==> config.mk <==
export PLATFORM = sky130hd
export DESIGN_NAME = setach_div
export DESIGN_NICKNAME = d
export VERILOG_FILES = /design/src/rtl/core/setach_pkg.sv /design/src/rtl/core/setach_div.sv
export SDC_FILE = /design/constraint.sdc
export NUM_CORES = 1
export LEC_CHECK = 0
export ABC_AREA = 1
export BUFFER_PORTS_ARGS = -buffer_cell sky130_fd_sc_hd__buf_2
export CORE_UTILIZATION = 55
export CTS_BUF_LIST = sky130_fd_sc_hd__clkbuf_8
export CTS_CLUSTER_DIAMETER = 50
export DETAILED_ROUTE_END_ITERATION = 10
export PLACE_DENSITY = 0.89
export SLEW_MARGIN = 30
export SYNTH_ARGS = -nofsm -noshare
export SYNTH_HDL_FRONTEND = slang
export SYNTH_SLANG_ARGS = --single-unit
==> constraint.sdc <==
create_clock -name i_clk -period 6.7 [get_ports i_clk]
set_clock_uncertainty 0.1 [all_clocks]
set_input_delay 0.335 -clock i_clk [delete_from_list [all_inputs] [get_ports i_clk]]
set_output_delay 0.335 -clock i_clk [all_outputs]
set_load 0.03 [all_outputs]
==> src/rtl/core/setach_pkg.sv <==
package setach_pkg;

    localparam int TRACE_DEPTH_DEF = 16;
    localparam int LOOKBACK_DEF    = 5;

    localparam int NUM_W = 66;
    localparam int DEN_W = 80;
    localparam int IT_W  = 7;

    localparam logic [1:0] OP_PULSE = 2'd0;
    localparam logic [1:0] OP_INDEX = 2'd1;
    localparam logic [1:0] OP_QUERY = 2'd2;

    localparam logic [1:0] CFG_PPR     = 2'd0;
    localparam logic [1:0] CFG_TIMEOUT = 2'd1;
    localparam logic [1:0] CFG_WINDOW  = 2'd2;

    localparam logic [33:0] RPM_SCALE      = 34'd15360000000;
    localparam logic [33:0] RPM_MAX        = 34'h3_FFFF_FFFF;
    localparam logic [31:0] FRESH_LIMIT_US = 32'd125000;
    localparam logic [15:0] US_PER_MS      = 16'd1000;
    localparam logic [19:0] WINDOW_RESET   = 20'd10000;

    // ceil(2^38 / 1000), exact divide by 1000 for every 32-bit input
    localparam logic [31:0] MS_RECIP       = 32'd274877907;

    typedef struct packed {
        logic             start;
        logic [NUM_W-1:0] num;
        logic [DEN_W-1:0] den;
        logic [IT_W-1:0]  iter;
    } t_div_req;

    typedef struct packed {
        logic             done;
        logic [NUM_W-1:0] quo;
        logic [DEN_W-1:0] rem;
    } t_div_rsp;

endpackage

==> src/rtl/core/setach_div.sv <==
module setach_div
    import setach_pkg::*;
(
    input  logic     i_clk,
    input  logic     i_rst_n,
    input  t_div_req i_req,
    output t_div_rsp o_rsp
);

    logic             r_busy;
    logic             r_done;
    logic [IT_W-1:0]  r_cnt;
    logic [NUM_W-1:0] r_num;
    logic [NUM_W-1:0] r_quo;
    logic [DEN_W-1:0] r_rem;
    logic [DEN_W-1:0] r_den;

    logic [DEN_W:0]   n_shift;
    logic             n_ge;
    logic [DEN_W:0]   n_diff;

    // restoring division, one quotient bit per cycle, numerator left aligned
    assign n_shift = {r_rem, r_num[NUM_W-1]};
    assign n_ge    = n_shift >= {1'b0, r_den};
    assign n_diff  = n_shift - {1'b0, r_den};

    always_ff @(posedge i_clk) begin
        if (!i_rst_n) begin
            r_busy <= 1'b0;
            r_done <= 1'b0;
            r_cnt  <= '0;
        end else begin
            r_done <= 1'b0;
            if (i_req.start) begin
                r_busy <= 1'b1;
                r_cnt  <= i_req.iter;
            end else if (r_busy) begin
                r_cnt <= r_cnt - 1'b1;
                if (r_cnt == IT_W'(1)) begin
                    r_busy <= 1'b0;
                    r_done <= 1'b1;
                end
            end
        end
    end

    always_ff @(posedge i_clk) begin
        if (i_req.start) begin
            r_num <= i_req.num;
            r_den <= i_req.den;
            r_quo <= '0;
            r_rem <= '0;
        end else if (r_busy) begin
            r_num <= {r_num[NUM_W-2:0], 1'b0};
            r_quo <= {r_quo[NUM_W-2:0], n_ge};
            r_rem <= n_ge ? n_diff[DEN_W-1:0] : n_shift[DEN_W-1:0];
        end
    end

    assign o_rsp.done = r_done;
    assign o_rsp.quo  = r_quo;
    assign o_rsp.rem  = r_rem;

endmodule

* Yosys cells after proc, flatten, opt, wreduce, memory -nomap -nowiden
Index checks and enable logic that the tools add are counted.
Word-level totals: flip-flop bits (word level) 301
Operators by class: add/subtract/negate cells 2, order comparisons 1, equal/unequal tests 1, muxes and demuxes 9, bitwise operators 2, reduce and logical (&&, ||, !) cells 2
Operators by type and width (number):
- 2-to-1 mux 66 bit | 2
- >= comparator 81 x 80 -> 1 bit | 1
- 2-to-1 mux 80 bit | 1
- subtractor 80 bit | 1
- 2-to-1 mux 7 bit | 2
- == test 7 x 1 -> 1 bit, second input constant | 1
- subtractor 7 x 1 -> 7 bit, second input constant | 1
- 2-to-1 mux 1 bit | 4
- OR reduction 3 bit | 1
- NOT 1 bit | 2
- nonzero test 2 bit | 1

* Logic depth before layout (Yosys ltp)
word-level depth 4, depth in mapped cells 19, mapped depth without buffers 18

* Worst setup path before layout
Ideal clock, no wire load.
kind register to register, start reg r_busy, end reg r_num[0] (enable), library setup time 0.456 ns, data arrival time 2.505 ns, setup slack 3.639 ns, stages on the path, launching flop included 4, path buffers 1, cells stage by stage dfxtp_1 nor2_1 clkinv_1 clkbuf_1
Between the ends: longest elaborated chain between the ends 1
Ends and longest elaborated chain:
- from (decl) | line setach_div.sv:10 | logic r_busy;
- from (signal assigned) | line setach_div.sv:29 | r_busy <= 1'b0;
- from (signal assigned) | line setach_div.sv:35 | r_busy <= 1'b1;
- from (signal assigned) | line setach_div.sv:40 | r_busy <= 1'b0;
- nonzero test 2 bit (no line)
- to (signal assigned) | line setach_div.sv:49 | r_num <= i_req.num;
- to (signal assigned) | line setach_div.sv:54 | r_num <= {r_num[NUM_W-2:0], 1'b0};
- to (decl) | line setach_div.sv:13 | logic [NUM_W-1:0] r_num;
No other way between the ends. A chain may end at the register's enable or synchronous reset.

* Worst setup path after layout
start reg r_den[47], end reg r_rem[70]
Between the ends: longest elaborated chain between the ends 2, elaborated cells on any way between the ends 3, classes of those cells add/sub: 1; order compare: 1; mux: 1
Ends and longest elaborated chain:
- from (decl) | line setach_div.sv:16 | logic [DEN_W-1:0] r_den;
- from (signal assigned) | line setach_div.sv:50 | r_den <= i_req.den;
- subtractor 80 bit or >= comparator 81 x 80 -> 1 bit (tied branches) | line setach_div.sv:25, setach_div.sv:24
- 2-to-1 mux 80 bit * | line setach_div.sv:56 | r_rem <= n_ge ? n_diff[DEN_W-1:0] : n_shift[DEN_W-1:0];
- to (signal assigned) | line setach_div.sv:56
- to (decl) | line setach_div.sv:15 | logic [DEN_W-1:0] r_rem;
Every way passes the cells marked *; elsewhere a longest branch is shown, timed or not.

==> impl_metrics.env <==
export IMPL_worst_hold_path_type="input port to flip-flop"
export IMPL_dpl_instance_area_mm2=0.0209
export IMPL_clockBufferDepth=3
export IMPL_ys_seq_elements=301
export IMPL_antenna_violations_before_repair=0
export IMPL_die_width_um=189
export IMPL_first_iter_violations=1816
export IMPL_relSlewSlack_pct=35.1
export IMPL_crit_required_ns=7.18
export IMPL_timing_setup_critical_path_class="flip-flop to flip-flop"
export IMPL_port_buffer_count=302
export IMPL_worstPathCellList="inv_1 -> ha_1 -> nand2_1 -> inv_2 -> nand2_1 -> nor2_2 -> nand2_1 -> nor2_1 -> nand2_1 -> nand3_2 -> nand2_2 -> nand2_4 -> nand2_4 -> nand2_1 -> nand2_1 -> nand2_1"
export IMPL_crit_slowest_cell="nand2_4"
export IMPL_ant_nets=0
export IMPL_detail_route_wl_per_cell_um=18.2
export IMPL_drive_gt1_share_pct=12.7
export IMPL_die_height_um=189
export IMPL_numCtsBuffers=50
export IMPL_grt_setup_unrepaired="no"
export IMPL_final_area_mm2=0.0235
export IMPL_critical_path_arrival_ns=4.17
export IMPL_r2r_path_end="r_rem[70]"
export IMPL_boundaryPins=303
export IMPL_dp_final_hpwl_um=48200
export IMPL_wirelength_um=69400
export IMPL_holdPathEnd="r_den[33]"
export IMPL_setup_total_negative_slack_ns=0
export IMPL_setup_viol=0
export IMPL_gr_total_overflow=0
export IMPL_drt_vias_per_instance=5.39
export IMPL_worst_path_max_fanout=81
export IMPL_drv_slew=0
export IMPL_die_area_mm2=0.0356
export IMPL_slowest_delay_ns=0.70
export IMPL_cap_violations=0
export IMPL_syn_avg_cell_area_um2=6.65
export IMPL_final_period_utilization_pct=54.9
export IMPL_clk_insertion_delay_late_ns=0.67
export IMPL_final_fill_count=2822
export IMPL_ff2ff_setup_slack_ns=3.02
export IMPL_final_core_util_pct=69.4
export IMPL_synth_seq_area_share_pct=39.1
export IMPL_fp_row_count=67
export IMPL_synth_distinct_cells=37
export IMPL_tritoncts="yes"
export IMPL_first_pass_iteration_count_of_the_detailed_router=6
export IMPL_clk_pin_slew_ns=0.06
export IMPL_cp_end_kind="flip-flop"
export IMPL_cts_max_level=2
export IMPL_power_per_cell_area_mw_per_mm2=181
export IMPL_tritoncts_num_sinks=301
export IMPL_first_global_vias=20300
export IMPL_critical_path_top_delay_family="simple AND/OR/NAND/NOR gates"
export IMPL_placeableCoreArea_mm2=0.0339
export IMPL_post_route_min_period_ns=3.68
export IMPL_cts_resized=0
export IMPL_routed_vias=20500
export IMPL_tightestPinTransition_ns=0.974
export IMPL_max_vdd_ir_drop_mv=0.211
export IMPL_place_congestion=1.06
export IMPL_critical_path_most_common_cell="nand2_1"
export IMPL_number_of_enable_type_register_cells_in_the_synthesized_netlist=146
export IMPL_clock_tree_root_cell="clkbuf_8"
export IMPL_worst_path_buf_inv=2
export IMPL_synth_yosys_warnings=0
export IMPL_r2r_cells=16
export IMPL_holdPathStages=1
export IMPL_post_route_drc_count=0
export IMPL_start_util_pct=56.5
export IMPL_antenna_diode_count=0
export IMPL_first_pass_grt_wire_length_um=108000
export IMPL_report_final_hold_viol_count=0
export IMPL_areaGrowthSynthToFinish_pct=22.7
export IMPL_syn_inst_count=2878
export IMPL_crit_path_start_kind="flip-flop"
export IMPL_reg2reg_from="r_den[47]"
export IMPL_post_synth_instance_area_mm2=0.0191
export IMPL_leakage_uw=0.0127
export IMPL_worst_hold_startpoint="i_req[153]"
export IMPL_fmaxAchievable_mhz=272
export IMPL_synthesis_nets=3117
export IMPL_largest_net_degree_at_the_start_of_global_routing=95
export IMPL_status="finished, final reports clean"
export IMPL_gr_usage_all_layers_pct=38.9
export IMPL_yosys_most_used_dff="dfxtp_1"
export IMPL_ys_async_sr_fraction_pct=0
export IMPL_design_final_nets=3563
-- layer usage --
metal | track usage, % | wire [µm] | share of wire (%) | up-vias
met1 | 48.4 | 27400 | 40 | 9346
met5 | 0 | 0 | 0 | -
li1 | - | - | - | 9773
met2 | 65.6 | 32200 | 46 | 1215
met3 | 6.56 | 6550 | 9.4 | 210
met4 | 18.4 | 3180 | 4.6 | 0
-- where the power goes --
part | leakage [µW] | internal, µW | switching, µW
sequential | 0.00271 | 2030 | 35.5
clock | 0.000604 | 847 | 825
combinational | 0.00935 | 197 | 314
-- registers in the layout (all words and copies together), names as in the netlist --
name,cells
r_quo,66
r_busy,1
r_den,80
r_num,66
r_rem,80
r_done,1
r_cnt,7
-- cell usage after synthesis, types with 4 or more instances --
library cell,count,share of area (%)
buf_1,4,0.078
nor2_1,176,3.5
o21ai_1,20,0.52
clkbuf_1,39,0.76
xnor2_1,35,1.6
dfxtp_1,155,16
a31oi_1,5,0.16
o21bai_1,11,0.43
nand3b_1,31,1.2
ha_1,82,5.4
buf_6,9,0.53
buf_4,9,0.35
o22ai_1,64,2.1
xor2_1,11,0.50
nor2_2,15,0.49
nor3_1,17,0.44
nand3_1,196,5.1
buf_2,9,0.24
inv_1,565,11
inv_2,21,0.41
nand2_1,1105,22
a21oi_1,78,2.0
edfxtp_1,146,23
nand4_1,10,0.33
o21ai_0,48,1.3
-- kinds of logic (layout without fill, tap and decap cells) --
family                   Yosys count  after routing  synth area share [%]
AND/OR/NAND/NOR                 1560           1560                  33.2
AO/OA/AOI/OAI                    230            230                  6.67
buffers and inverters            658           1146                  13.5
XOR/XNOR                          46             46                  2.10
flip-flops                       301            301                  39.1
adder cells (fa/ha/maj)           83             83                  5.46
-- stage by stage --
stage	power, µW	worst slack [ns]	hold WS, ns	std cells
finish	4250	3.02	0.0672	3814
global route	4380	2.79	0.0600	3814
CTS	4200	3.14	0.0106	3814
detailed placement	2510	3.05	0.356	3566
global placement	2500	2.70	0.335	3566
floorplan	2360	3.64	0.334	2878
-- final cells by class --
type | instances | area [µm²] | share of cell area (%)
clock buffers | 58 | 798 | 3.40
repair buffers | 464 | 3120 | 13.3
inverters | 588 | 2210 | 9.42
flip-flops and latches | 301 | 7490 | 31.9
clock inverters | 36 | 221 | 0.943
multi-input cells | 1919 | 9090 | 38.7
well taps | 448 | 561 | 2.39
-- cell usage in the layout (no fill, tap or decap), types with 3 or more instances in the layout --
master	synthesis	layout
buf_2	9	301
ha_1	82	82
clkbuf_8	0	58
o21ai_1	20	20
clkinv_2	0	3
nor2_2	15	14
nand3b_1	31	31
xor2_1	11	11
nand3_1	196	196
a21oi_1	78	78
nand2_1	1105	1104
nand4_1	10	10
o21bai_1	11	11
nor3_1	17	17
nand2_4	2	3
clkinv_4	0	4
buf_4	9	8
inv_1	565	585
inv_2	21	22
edfxtp_1	146	146
dlygate4sd3_1	0	154
o21ai_0	48	48
a31oi_1	5	5
clkinv_1	2	5
nor2_1	176	175
xnor2_1	35	35
dfxtp_1	155	155
o22ai_1	64	64
-- timing repair --
item	CTS	global route
hold endpoints to repair	154	0
setup buffers	0	0
endpoints found under the setup margin	0	0
hold buffers	154	0
-- worst max path at each step --
stage	depth (start not counted)	from	slack (ns)	end
global placement	8	i_req[153]	2.70	r_cnt[4]
CTS	16	r_den[47]	3.14	r_rem[70]
detailed placement	8	i_req[153]	3.05	r_cnt[4]
global route	16	r_den[47]	2.79	r_rem[79]
finish	16	r_den[47]	3.02	r_rem[70]
floorplan	3	r_busy	3.64	r_num[0]
No activity file was read; power rests on OpenSTA's default activity.
